File: src/design/hbcs_pkg.sv
// Shared types, addresses, constants and functions of the bridge configuration space.
package hbcs_pkg;

  localparam int unsigned BANK_COUNT = 3;   // banks filled by the greedy split (1..3)
  localparam int unsigned BANK_SLOTS = 3;   // bank code bytes in the map
  localparam int unsigned SIZE_STEPS = 7;   // bank sizes 8 MB .. 512 MB
  localparam int unsigned CFG_DEPTH  = 256;
  localparam int unsigned ADDR_W     = 8;
  localparam int unsigned MEMSZ_W    = 12;

  localparam logic [MEMSZ_W-1:0] MEMSZ_RESET = 12'd64;

  // Register addresses with special write rules
  localparam logic [7:0] ADDR_CMD_LO   = 8'h04;
  localparam logic [7:0] ADDR_CMD_HI   = 8'h05;
  localparam logic [7:0] ADDR_STAT_HI  = 8'h07;
  localparam logic [7:0] ADDR_APER_LO  = 8'h12;
  localparam logic [7:0] ADDR_APER_HI  = 8'h13;
  localparam logic [7:0] ADDR_BANK0    = 8'h60;
  localparam logic [7:0] ADDR_BANK1    = 8'h61;
  localparam logic [7:0] ADDR_BANK2    = 8'h62;
  localparam logic [7:0] ADDR_BANK_PRS = 8'h63;
  localparam logic [7:0] ADDR_SMRAM    = 8'h6a;
  localparam logic [7:0] ADDR_SHR_LO   = 8'h70;
  localparam logic [7:0] ADDR_SHR_HI   = 8'h71;
  localparam logic [7:0] ADDR_SHW_LO   = 8'h72;
  localparam logic [7:0] ADDR_SHW_HI   = 8'h73;
  localparam logic [7:0] ADDR_GART0    = 8'h91;
  localparam logic [7:0] ADDR_GART1    = 8'h92;
  localparam logic [7:0] ADDR_GART2    = 8'h93;
  localparam logic [7:0] ADDR_APER_CTL = 8'h94;

  // Write masks
  localparam logic [7:0] CMD_LO_KEEP   = 8'hfd;
  localparam logic [7:0] CMD_LO_WR     = 8'h02;
  localparam logic [7:0] CMD_HI_WR     = 8'h03;
  localparam logic [7:0] STAT_W1C      = 8'h70;
  localparam logic [7:0] STAT_SET      = 8'h01;
  localparam logic [7:0] APER_LO_WR    = 8'hc0;
  localparam logic [7:0] APER_CTL_WR   = 8'h7f;
  localparam logic [7:0] BANK_CODE_SET = 8'hc0;
  localparam logic [31:0] APER_BASE_KEEP = 32'hf000_0000;
  localparam logic [31:0] APER_MIN_SIZE  = 32'h0040_0000;
  localparam logic [2:0]  APER_CODE_OFF  = 3'd7;

  // SMRAM window constants
  localparam logic [19:0] SMRAM_SEG_E = 20'he_0000;
  localparam logic [19:0] SMRAM_SEG_A = 20'ha_0000;
  localparam logic [19:0] SMRAM_SEG_B = 20'hb_0000;
  localparam logic [16:0] SMRAM_SZ_32K = 17'h0_8000;
  localparam logic [16:0] SMRAM_SZ_64K = 17'h1_0000;

  // Bank codes for 8, 16, 32, 64, 128, 256, 512 MB
  localparam logic [7:0] DRAM_SIZE_CODE [SIZE_STEPS] =
    '{8'h00, 8'h20, 8'h24, 8'h22, 8'h26, 8'h2a, 8'h2b};

  // Bytes kept in flops: they feed the decoded levels
  typedef struct packed {
    logic [7:0] b6a;
    logic [7:0] b70;
    logic [7:0] b71;
    logic [7:0] b72;
    logic [7:0] b73;
    logic [7:0] b12;
    logic [7:0] b13;
    logic [7:0] b91;
    logic [7:0] b92;
    logic [7:0] b93;
    logic [7:0] b94;
  } mirror_t;

  typedef struct packed {
    logic [BANK_SLOTS-1:0][7:0] code;
    logic [BANK_SLOTS-1:0]      present;
  } bank_info_t;

  function automatic logic [31:0] aper_size(input logic [2:0] code);
    logic [31:0] size;
    if (code == APER_CODE_OFF) begin
      size = '0;
    end else begin
      size = APER_MIN_SIZE << code;
    end
    return size;
  endfunction

  function automatic logic [7:0] reset_byte(input logic [7:0] a);
    logic [7:0] v;
    case (a)
      8'h00: v = 8'h39;
      8'h01: v = 8'h10;
      8'h03: v = 8'h56;
      8'h04: v = 8'h05;
      8'h06: v = 8'h10;
      8'h07: v = 8'h02;
      8'h08: v = 8'h10;
      8'h0b: v = 8'h06;
      8'h0d: v = 8'hff;
      8'h0e: v = 8'h80;
      8'h34: v = 8'hc0;
      8'h50: v = 8'h02;
      8'h51: v = 8'h02;
      8'h63: v = 8'hff;
      8'h84: v = 8'hff;
      8'h85: v = 8'hff;
      8'h86: v = 8'hff;
      8'h8d: v = 8'h62;
      8'hc0: v = 8'h02;
      8'hc2: v = 8'h10;
      8'hc4: v = 8'h03;
      8'hc5: v = 8'h02;
      8'hc7: v = 8'h1f;
      default: v = 8'h00;
    endcase
    return v;
  endfunction

  // Bytes that take the written value as is (SMRAM and shadow-map mirrors included)
  function automatic logic is_plain(input logic [7:0] a);
    return a inside {8'h0d, [8'h50:8'h5a], [8'h64:8'h6c], [8'h70:8'h75],
                     [8'h77:8'h80], [8'h82:8'h8f], [8'h97:8'h9b], [8'hc8:8'hcb],
                     [8'hd4:8'hd8], 8'hda, 8'he0, [8'he2:8'he3]};
  endfunction

  function automatic logic is_mirror(input logic [7:0] a);
    return a inside {ADDR_SMRAM, ADDR_SHR_LO, ADDR_SHR_HI, ADDR_SHW_LO, ADDR_SHW_HI,
                     ADDR_APER_LO, ADDR_APER_HI, ADDR_GART0, ADDR_GART1, ADDR_GART2,
                     ADDR_APER_CTL};
  endfunction

endpackage

File: src/design/hbcs_ram.sv
// Generic single-clock RAM: one write port, one read port with registered read data.
module hbcs_ram #(
  parameter int unsigned WIDTH = 8,
  parameter int unsigned DEPTH = 256
) (
  input  logic                     clk_i,
  input  logic                     we_i,
  input  logic [$clog2(DEPTH)-1:0] waddr_i,
  input  logic [WIDTH-1:0]         wdata_i,
  input  logic [$clog2(DEPTH)-1:0] raddr_i,
  output logic [WIDTH-1:0]         rdata_o
);

  logic [WIDTH-1:0] mem_q [DEPTH];
  logic [WIDTH-1:0] rdata_q;

  always_ff @(posedge clk_i) begin
    if (we_i) begin
      mem_q[waddr_i] <= wdata_i;
    end
    rdata_q <= mem_q[raddr_i];
  end

  assign rdata_o = rdata_q;

endmodule

File: src/design/hbcs_bank.sv
// Memory-size register and greedy split of installed memory into bank codes.
module hbcs_bank (
  input  logic                          clk_i,
  input  logic                          rst_ni,
  input  logic                          cfg_valid_i,
  input  logic [hbcs_pkg::MEMSZ_W-1:0]  cfg_data_i,
  output logic                          cfg_ready_o,
  output hbcs_pkg::bank_info_t          bank_o
);

  logic [hbcs_pkg::MEMSZ_W-1:0] memsz_q;

  // Take the largest size that fits, bank by bank
  function automatic hbcs_pkg::bank_info_t split(input logic [hbcs_pkg::MEMSZ_W-1:0] mb);
    hbcs_pkg::bank_info_t info;
    logic [hbcs_pkg::MEMSZ_W-1:0] left;
    logic [hbcs_pkg::MEMSZ_W-1:0] sz;
    logic found;
    info = '0;
    left = mb;
    for (int b = 0; b < hbcs_pkg::BANK_SLOTS; b++) begin
      found = 1'b0;
      if (b < hbcs_pkg::BANK_COUNT) begin
        for (int j = hbcs_pkg::SIZE_STEPS - 1; j >= 0; j--) begin
          sz = hbcs_pkg::MEMSZ_W'(8) << j;
          if (!found && sz <= left) begin
            info.code[b]    = hbcs_pkg::DRAM_SIZE_CODE[j];
            info.present[b] = 1'b1;
            found           = 1'b1;
          end
        end
        for (int j = hbcs_pkg::SIZE_STEPS - 1; j >= 0; j--) begin
          if (info.code[b] == hbcs_pkg::DRAM_SIZE_CODE[j] && info.present[b]) begin
            left = left - (hbcs_pkg::MEMSZ_W'(8) << j);
          end
        end
      end
    end
    return info;
  endfunction

  always_ff @(posedge clk_i or negedge rst_ni) begin
    if (!rst_ni) begin
      memsz_q <= hbcs_pkg::MEMSZ_RESET;
    end else if (cfg_valid_i && cfg_ready_o) begin
      memsz_q <= cfg_data_i;
    end
  end

  assign cfg_ready_o = 1'b1;
  assign bank_o      = split(memsz_q);

endmodule

File: src/design/hbcs_decode.sv
// Decode of shadow maps, SMRAM window and aperture/GART levels from mirrored bytes.
module hbcs_decode (
  input  hbcs_pkg::mirror_t mirror_i,
  output logic [12:0]       shadow_read_map_o,
  output logic [12:0]       shadow_write_map_o,
  output logic [19:0]       smram_host_base_o,
  output logic [19:0]       smram_ram_base_o,
  output logic [16:0]       smram_size_o,
  output logic              smram_flag_o,
  output logic [31:0]       aperture_base_o,
  output logic [28:0]       aperture_size_o,
  output logic              aperture_enable_o,
  output logic [31:0]       gart_base_o
);

  logic [1:0]  mode;
  logic [31:0] size;

  assign mode = mirror_i.b6a[7:6];
  assign size = hbcs_pkg::aper_size(mirror_i.b94[6:4]);

  assign shadow_read_map_o  = {mirror_i.b71[4:0], mirror_i.b70};
  assign shadow_write_map_o = {mirror_i.b73[4:0], mirror_i.b72};

  assign smram_host_base_o = (mode == 2'd3) ? hbcs_pkg::SMRAM_SEG_A : hbcs_pkg::SMRAM_SEG_E;
  assign smram_size_o      = (mode == 2'd3) ? hbcs_pkg::SMRAM_SZ_64K : hbcs_pkg::SMRAM_SZ_32K;
  assign smram_flag_o      = mirror_i.b6a[4];

  always_comb begin
    case (mode)
      2'd0:    smram_ram_base_o = hbcs_pkg::SMRAM_SEG_E;
      2'd2:    smram_ram_base_o = hbcs_pkg::SMRAM_SEG_B;
      default: smram_ram_base_o = hbcs_pkg::SMRAM_SEG_A;
    endcase
  end

  assign aperture_base_o   = {mirror_i.b13, mirror_i.b12, 16'h0000};
  assign aperture_size_o   = size[28:0];
  assign aperture_enable_o = mirror_i.b94[1];
  assign gart_base_o       = mirror_i.b94[0] ?
                             {mirror_i.b93, mirror_i.b92, mirror_i.b91, 8'h00} : 32'h0;

endmodule

File: src/design/host_bridge_config_space.sv
// Top level of the host bridge configuration space: access control, RAM and byte rules.
//
// Each access (start_i high while busy_o is low) presents its address to the
// byte RAM as it is taken; the RAM's registered output gives the old byte in
// the next cycle, the write-back cycle, in which busy_o is high and the byte
// is written back modified. The result word follows on the outputs for one
// cycle, marked by done_o; the receiver cannot stall it, and a new access may
// be started in that same cycle, though not during a write-back. The RAM has
// one valid bit per byte that reset clears, so an unwritten byte reads as its
// reset value and no clearing pass runs after reset. The bytes that feed the
// decoded levels (SMRAM control, shadow maps, aperture base and control, GART
// base) live in flops and are read from there. The memory-size register is
// written through cfg_valid_i/cfg_ready_o, by the user only while idle (the
// block does not enforce it); bank bytes pick up the split on their next write.
module host_bridge_config_space (
  input  logic                         clk_i,
  input  logic                         rst_ni,
  // access channel
  input  logic                         start_i,
  output logic                         busy_o,
  input  logic                         req_type_i,
  input  logic [7:0]                   reg_addr_i,
  input  logic [7:0]                   write_data_i,
  // result channel
  output logic                         done_o,
  output logic [7:0]                   read_data_o,
  output logic [12:0]                  shadow_read_map_o,
  output logic [12:0]                  shadow_write_map_o,
  output logic [19:0]                  smram_host_base_o,
  output logic [19:0]                  smram_ram_base_o,
  output logic [16:0]                  smram_size_o,
  output logic                         smram_flag_o,
  output logic [31:0]                  aperture_base_o,
  output logic [28:0]                  aperture_size_o,
  output logic                         aperture_enable_o,
  output logic [31:0]                  gart_base_o,
  // memory-size register
  input  logic                         cfg_valid_i,
  output logic                         cfg_ready_o,
  input  logic [hbcs_pkg::MEMSZ_W-1:0] cfg_data_i
);

  logic                               accept;
  logic                               busy_q;
  logic                               done_q;
  logic                               wr_q;
  logic [hbcs_pkg::ADDR_W-1:0]        addr_q;
  logic [7:0]                         wdata_q;
  logic [7:0]                         read_data_q;
  logic [7:0]                         read_data_d;
  logic [hbcs_pkg::CFG_DEPTH-1:0]     valid_q;
  logic [7:0]                         ram_rdata;
  logic [7:0]                         old_byte;
  logic [7:0]                         mirror_byte;
  logic                               ram_we;
  logic [7:0]                         ram_wdata;
  logic                               ram_writable;
  hbcs_pkg::mirror_t                  mirror_q;
  hbcs_pkg::mirror_t                  mirror_d;
  hbcs_pkg::bank_info_t               bank;
  logic [31:0]                        aper_mask;
  logic [15:0]                        aper_bar;
  logic                               remask;

  assign accept = start_i && !busy_q;
  assign busy_o = busy_q;
  assign done_o = done_q;

  hbcs_bank u_bank (
    .clk_i       (clk_i),
    .rst_ni      (rst_ni),
    .cfg_valid_i (cfg_valid_i),
    .cfg_data_i  (cfg_data_i),
    .cfg_ready_o (cfg_ready_o),
    .bank_o      (bank)
  );

  // Read the old byte as the access is taken; write back in the next cycle
  hbcs_ram #(
    .WIDTH (8),
    .DEPTH (hbcs_pkg::CFG_DEPTH)
  ) u_ram (
    .clk_i   (clk_i),
    .we_i    (ram_we),
    .waddr_i (addr_q),
    .wdata_i (ram_wdata),
    .raddr_i (reg_addr_i),
    .rdata_o (ram_rdata)
  );

  // Unwritten bytes read as their reset value
  assign old_byte = valid_q[addr_q] ? ram_rdata : hbcs_pkg::reset_byte(addr_q);

  always_comb begin
    case (addr_q)
      hbcs_pkg::ADDR_SMRAM:    mirror_byte = mirror_q.b6a;
      hbcs_pkg::ADDR_SHR_LO:   mirror_byte = mirror_q.b70;
      hbcs_pkg::ADDR_SHR_HI:   mirror_byte = mirror_q.b71;
      hbcs_pkg::ADDR_SHW_LO:   mirror_byte = mirror_q.b72;
      hbcs_pkg::ADDR_SHW_HI:   mirror_byte = mirror_q.b73;
      hbcs_pkg::ADDR_APER_LO:  mirror_byte = mirror_q.b12;
      hbcs_pkg::ADDR_APER_HI:  mirror_byte = mirror_q.b13;
      hbcs_pkg::ADDR_GART0:    mirror_byte = mirror_q.b91;
      hbcs_pkg::ADDR_GART1:    mirror_byte = mirror_q.b92;
      hbcs_pkg::ADDR_GART2:    mirror_byte = mirror_q.b93;
      hbcs_pkg::ADDR_APER_CTL: mirror_byte = mirror_q.b94;
      default:                 mirror_byte = old_byte;
    endcase
  end

  // Write rules for bytes kept in RAM
  always_comb begin
    ram_writable = 1'b1;
    case (addr_q)
      hbcs_pkg::ADDR_CMD_LO:
        ram_wdata = (old_byte & hbcs_pkg::CMD_LO_KEEP) | (wdata_q & hbcs_pkg::CMD_LO_WR);
      hbcs_pkg::ADDR_CMD_HI:
        ram_wdata = wdata_q & hbcs_pkg::CMD_HI_WR;
      hbcs_pkg::ADDR_STAT_HI:
        ram_wdata = (old_byte & ~(wdata_q & hbcs_pkg::STAT_W1C)) |
                    (wdata_q & hbcs_pkg::STAT_SET);
      hbcs_pkg::ADDR_BANK0:    ram_wdata = bank.code[0] | hbcs_pkg::BANK_CODE_SET;
      hbcs_pkg::ADDR_BANK1:    ram_wdata = bank.code[1] | hbcs_pkg::BANK_CODE_SET;
      hbcs_pkg::ADDR_BANK2:    ram_wdata = bank.code[2] | hbcs_pkg::BANK_CODE_SET;
      hbcs_pkg::ADDR_BANK_PRS: ram_wdata = {{(8 - hbcs_pkg::BANK_SLOTS){1'b0}}, bank.present};
      default: begin
        ram_wdata    = wdata_q;
        ram_writable = hbcs_pkg::is_plain(addr_q);
      end
    endcase
  end

  assign ram_we = busy_q && wr_q && ram_writable && !hbcs_pkg::is_mirror(addr_q);

  // Write rules for mirrored bytes, then re-mask the aperture base
  always_comb begin
    mirror_d = mirror_q;
    remask   = 1'b0;
    if (busy_q && wr_q) begin
      case (addr_q)
        hbcs_pkg::ADDR_SMRAM:  mirror_d.b6a = wdata_q;
        hbcs_pkg::ADDR_SHR_LO: mirror_d.b70 = wdata_q;
        hbcs_pkg::ADDR_SHR_HI: mirror_d.b71 = wdata_q;
        hbcs_pkg::ADDR_SHW_LO: mirror_d.b72 = wdata_q;
        hbcs_pkg::ADDR_SHW_HI: mirror_d.b73 = wdata_q;
        hbcs_pkg::ADDR_APER_LO: begin
          mirror_d.b12 = wdata_q & hbcs_pkg::APER_LO_WR;
          remask       = 1'b1;
        end
        hbcs_pkg::ADDR_APER_HI: begin
          mirror_d.b13 = wdata_q;
          remask       = 1'b1;
        end
        hbcs_pkg::ADDR_GART0: begin
          mirror_d.b91 = wdata_q;
          remask       = 1'b1;
        end
        hbcs_pkg::ADDR_GART1: begin
          mirror_d.b92 = wdata_q;
          remask       = 1'b1;
        end
        hbcs_pkg::ADDR_GART2: begin
          mirror_d.b93 = wdata_q;
          remask       = 1'b1;
        end
        hbcs_pkg::ADDR_APER_CTL: begin
          mirror_d.b94 = wdata_q & hbcs_pkg::APER_CTL_WR;
          remask       = 1'b1;
        end
        default: ;
      endcase
    end
    aper_mask = hbcs_pkg::aper_size(mirror_d.b94[6:4]) | hbcs_pkg::APER_BASE_KEEP;
    aper_bar  = {mirror_d.b13, mirror_d.b12} & aper_mask[31:16];
    if (remask) begin
      mirror_d.b13 = aper_bar[15:8];
      mirror_d.b12 = aper_bar[7:0];
    end
  end

  assign read_data_d = wr_q ? 8'h00 : mirror_byte;

  always_ff @(posedge clk_i or negedge rst_ni) begin
    if (!rst_ni) begin
      busy_q   <= 1'b0;
      done_q   <= 1'b0;
      valid_q  <= '0;
      mirror_q <= '0;
    end else begin
      busy_q   <= accept;
      done_q   <= busy_q;
      mirror_q <= mirror_d;
      if (ram_we) begin
        valid_q[addr_q] <= 1'b1;
      end
    end
  end

  // Hold the access and the read byte; no reset needed
  always_ff @(posedge clk_i) begin
    if (accept) begin
      wr_q    <= req_type_i;
      addr_q  <= reg_addr_i;
      wdata_q <= write_data_i;
    end
    if (busy_q) begin
      read_data_q <= read_data_d;
    end
  end

  assign read_data_o = read_data_q;

  hbcs_decode u_decode (
    .mirror_i           (mirror_q),
    .shadow_read_map_o  (shadow_read_map_o),
    .shadow_write_map_o (shadow_write_map_o),
    .smram_host_base_o  (smram_host_base_o),
    .smram_ram_base_o   (smram_ram_base_o),
    .smram_size_o       (smram_size_o),
    .smram_flag_o       (smram_flag_o),
    .aperture_base_o    (aperture_base_o),
    .aperture_size_o    (aperture_size_o),
    .aperture_enable_o  (aperture_enable_o),
    .gart_base_o        (gart_base_o)
  );

  // The write-back cycle never runs twice in a row
  assert property (@(posedge clk_i) disable iff (!rst_ni) busy_q |=> !busy_q)
    else $error("write-back cycle repeated");

  // Every write-back cycle yields exactly one result word
  assert property (@(posedge clk_i) disable iff (!rst_ni) busy_q |=> done_q)
    else $error("result missing after write-back");

  assert property (@(posedge clk_i) disable iff (!rst_ni) done_q |-> $past(busy_q))
    else $error("result without an access");

  // Write results carry a zero read byte
  assert property (@(posedge clk_i) disable iff (!rst_ni) (done_q && wr_q) |-> read_data_q == 8'h00)
    else $error("nonzero read byte on a write");

  // Low aperture base bits are never writable
  assert property (@(posedge clk_i) disable iff (!rst_ni) mirror_q.b12[5:0] == 6'd0)
    else $error("aperture base low bits set");

endmodule

File: config.mk
export PLATFORM = sky130hd
export DESIGN_NAME = host_bridge_config_space
export DESIGN_NICKNAME = d
export VERILOG_FILES = /design/src/design/hbcs_pkg.sv /design/src/design/hbcs_ram.sv /design/src/design/hbcs_bank.sv /design/src/design/hbcs_decode.sv /design/src/design/host_bridge_config_space.sv
export SDC_FILE = /design/constraint.sdc
export NUM_CORES = 2
export LEC_CHECK = 0
export BUFFER_PORTS_ARGS = -buffer_cell sky130_fd_sc_hd__buf_4
export CAP_MARGIN = 20
export CORE_ASPECT_RATIO = 2
export CORE_MARGIN = 1.5
export CORE_UTILIZATION = 56
export CTS_BUF_LIST = sky130_fd_sc_hd__clkbuf_16
export DETAILED_ROUTE_END_ITERATION = 12
export PLACE_DENSITY = 0.74
export SYNTH_ARGS = -nofsm -noshare
export SYNTH_HDL_FRONTEND = slang
export SYNTH_HIERARCHICAL = 1
export SYNTH_SLANG_ARGS = --single-unit
File: constraint.sdc
create_clock -name clk_i -period 14.6 [get_ports clk_i]
set_input_delay 1.46 -clock clk_i [delete_from_list [all_inputs] [get_ports clk_i]]
set_output_delay 1.46 -clock clk_i [all_outputs]
set_load 0.01 [all_outputs]
==> results.sh <==
export IMPL_status="complete, no violations"
export IMPL_worstPathArrival_ns=8.33
export IMPL_total_nets_final=5279
export IMPL_hold_fix_buffer_count_after_cts=0
export IMPL_die_y_microns=595
export IMPL_rr_worst_depth=24
export IMPL_netSwitchingFraction=0.219
export IMPL_cts_post_setup_buffers_inserted=0
export IMPL_worst_supply_voltage_drop_on_vdd_mv=0.120
export IMPL_fin_hold_ws_ns=0.373
export IMPL_power_static_leakage_nw=35.6
export IMPL_first_global_vias=52400
export IMPL_total_i_o_pin_count=222
export IMPL_most_common_library_cell_in_the_layout_ignoring_fill_and_taps="sky130_fd_sc_hd__edfxtp_1"
export IMPL_count_of_mapped_cells_out_of_synthesis=5348
export IMPL_worst_ep_required_time_ns=15.10
export IMPL_pin_count_of_the_biggest_net_entering_global_routing=230
export IMPL_pwr_share_clk=0.390
export IMPL_placed_cells_incl_taps=7325
export IMPL_met3_usage=0.0384
export IMPL_total_power_w=0.0138
export IMPL_synth_area_sq_um=98100
export IMPL_via_count=50300
export IMPL_critical_path_reg2reg_startpoint="u_bank/memsz_q[9]$_DFFE_PN0P_"
export IMPL_fin_skew_ns=0.0447
export IMPL_fill_cell_total_of_the_finished_layout=11900
export IMPL_worst_setup_hold_path_clk_slew_ns=0.07
export IMPL_clk_latency_ns=0.86
export IMPL_power_report_internal_total_w=0.0108
export IMPL_sequentialPowerShare=0.553
export IMPL_gp_congestion=0.935
export IMPL_drive_above_1_share=0.221
export IMPL_power_combinational_fraction=0.057
export IMPL_holdCritPathClass="reg -> reg"
export IMPL_drt_iter0_markers=5301
export IMPL_cts_resized=0
export IMPL_grt_setup_unrepaired="false"
export IMPL_grt_use_met1=0.298
export IMPL_gr_max_usage_layer="met2"
export IMPL_grtUsageTotal=0.281
export IMPL_critical_setup_path_class="reg -> reg"
export IMPL_numClockSinks=2432
export IMPL_global_route_wire_length_before_repair_microns=361000
export IMPL_syn_mean_instance_area_sq_um=18.3
export IMPL_final_util=0.609
export IMPL_cp_max_fo=95
export IMPL_initial_cell_density_of_the_core=0.563
export IMPL_die_width_microns=299
export IMPL_switchingPower_w=0.00302
export IMPL_cap_viol_max_count=0
export IMPL_tns_ns=0
export IMPL_core_area_sq_um=174000
export IMPL_drt_vias_per_instance=6.53
export IMPL_reg2reg_to="u_ram/mem_q[78][2]$_DFFE_PP_"
export IMPL_layout_min_cycle_time_ns=7.83
export IMPL_finish_cell_count_without_fillers=7692
export IMPL_r2r_setup_slack_ns=6.77
export IMPL_buffer_ports_inserted=116
export IMPL_max_freq_ghz=0.128
export IMPL_hold_start="valid_q[238]$_DFFE_PN0P_"
export IMPL_cts_root_to_sink_buffers=4
export IMPL_area_growth_syn_to_layout_pct=8.19
export IMPL_final_antenna_net_count=0
export IMPL_drt_pass1_iter_count=8
export IMPL_wl_per_cell_microns=32.4
export IMPL_post_dp_hpwl_microns=161000
export IMPL_critical_path_cell_chain="nor4_1 -> nand3_1 -> nand2_1 -> ha_1 -> nand4bb_1 -> a221oi_1 -> o2bb2ai_1 -> nor4_2 -> buf_4 -> a21oi_1 -> inv_1 -> ha_1 -> o21ai_0 -> nand4b_1 -> a41o_1 -> or2_1 -> a31oi_1 -> a22oi_1 -> o21ai_0 -> a21oi_1 -> o21ai_4 -> buf_4 -> buf_4 -> buf_4"
export IMPL_wl_microns=250000
export IMPL_rows=217
export IMPL_drc=0
export IMPL_clockRootBuffer="sky130_fd_sc_hd__clkbuf_16"
export IMPL_worstSetupEndpointType="flip-flop"
export IMPL_worst_path_largest_cell_delay_ns=0.88
export IMPL_crit_path_frequent_cell="sky130_fd_sc_hd__buf_4"
export IMPL_gr_usage_met2=0.506
export IMPL_hold_viol=0
export IMPL_p_per_area_nw_per_um2=130
export IMPL_ctsHtreeMaxLevel=4
export IMPL_max_slew_margin=0.132
export IMPL_tritoncts="built"
export IMPL_max_slew_worst_pin_slew_ns=1.29
export IMPL_hold_end="valid_q[238]$_DFFE_PN0P_"
export IMPL_synthesis_yosys_warnings=6
export IMPL_numCtsBuffers=199
export IMPL_min_period_over_period=0.536
export IMPL_overflow=0
export IMPL_min_delay_path_depth=0
export IMPL_timing_critical_path_from_type="flip-flop"
export IMPL_slowest_stage="sky130_fd_sc_hd__buf_4"
export IMPL_grt_antenna_before_repair=3
export IMPL_top_library_cells_by_usage_in_the_layout_fill_and_taps_aside="sky130_fd_sc_hd__edfxtp_1, sky130_fd_sc_hd__mux4_2, sky130_fd_sc_hd__dfrtp_1"
export IMPL_drv_slew=0
export IMPL_finalSetupViolCount=0
export IMPL_die_outline_area_sq_um=178000
-- sequential cells by signal (all words and copies together) (netlist names) --
name,cells
wr_q,1
wdata_q,8
busy_o,1
read_data_o,8
u_ram/rdata_o,8
u_ram/mem_q,2048
mirror_q,81
addr_q,8
done_o,1
u_bank/memsz_q,12
valid_q,256
-- per-layer routing --
layer	up-vias	wire length, microns
li1	20800	-
met1	26100	77100
met2	2646	134000
met3	770	16600
met4	0	22200
met5	-	0
-- how the worst max path moves through the flow --
stage | start | to | slack (ns) | cells past startpoint
6_report | u_bank/memsz_q[9]$_DFFE_PN0P_ | u_ram/mem_q[78][2]$_DFFE_PP_ | 6.77 | 24
3_3_place_gp | addr_q[1]$_DFFE_PP_ | u_ram/mem_q[74][2]$_DFFE_PP_ | 7.13 | 13
5_1_grt | u_bank/memsz_q[9]$_DFFE_PN0P_ | u_ram/mem_q[77][2]$_DFFE_PP_ | 6.16 | 24
2_1_floorplan | u_bank/memsz_q[6]$_DFFE_PN1P_ | u_ram/mem_q[0][5]$_DFFE_PP_ | 1.72 | 20
4_1_cts | u_bank/memsz_q[9]$_DFFE_PN0P_ | u_ram/mem_q[79][2]$_DFFE_PP_ | 6.94 | 23
3_5_place_dp | u_bank/memsz_q[9]$_DFFE_PN0P_ | u_ram/mem_q[86][2]$_DFFE_PP_ | 6.94 | 23
-- metrics by stage --
| stage | setup WS (ns) | cell area [sq um] |
|---|---|---|
| finish | 6.77 | 106000 |
| global route | 6.16 | 106000 |
| detailed placement | 6.94 | 99600 |
| global placement | 7.13 | 99600 |
| CTS | 6.94 | 106000 |
| floorplan | 1.72 | 98500 |
-- power groups by stage --
stage          sequential [W]  combinational (W)  clock [W]
2_1_floorplan         0.00780           0.000522          0
3_3_place_gp          0.00776           0.000768          0
3_5_place_dp          0.00777           0.000782          0
4_1_cts               0.00761           0.000785    0.00544
5_1_grt               0.00761           0.000830    0.00566
6_report              0.00762           0.000790    0.00538
-- critical path: cells and delay by family, from the launching register on --
kind,cells,cell delay (ns)
AO/OA/AOI/OAI,10,2.04
adder cells (fa/ha/maj),2,0.36
buffers and inverters,5,2.55
flip-flops,1,0.48
AND/OR/NAND/NOR,7,1.81
-- final cells by class --
type	instances	area, sq um	share of cell area
Antenna cell	2	5.00	0.0000472
Clock buffer	205	5130	0.0483
Clock inverter	156	1340	0.0126
Inverter	24	90.1	0.000849
Multi-Input combinational cell	2356	23700	0.223
Sequential cell	2432	71200	0.671
Tap cell	2299	2880	0.0271
Timing Repair Buffer	218	1790	0.0168
Power figures use the tool's default switching activity.
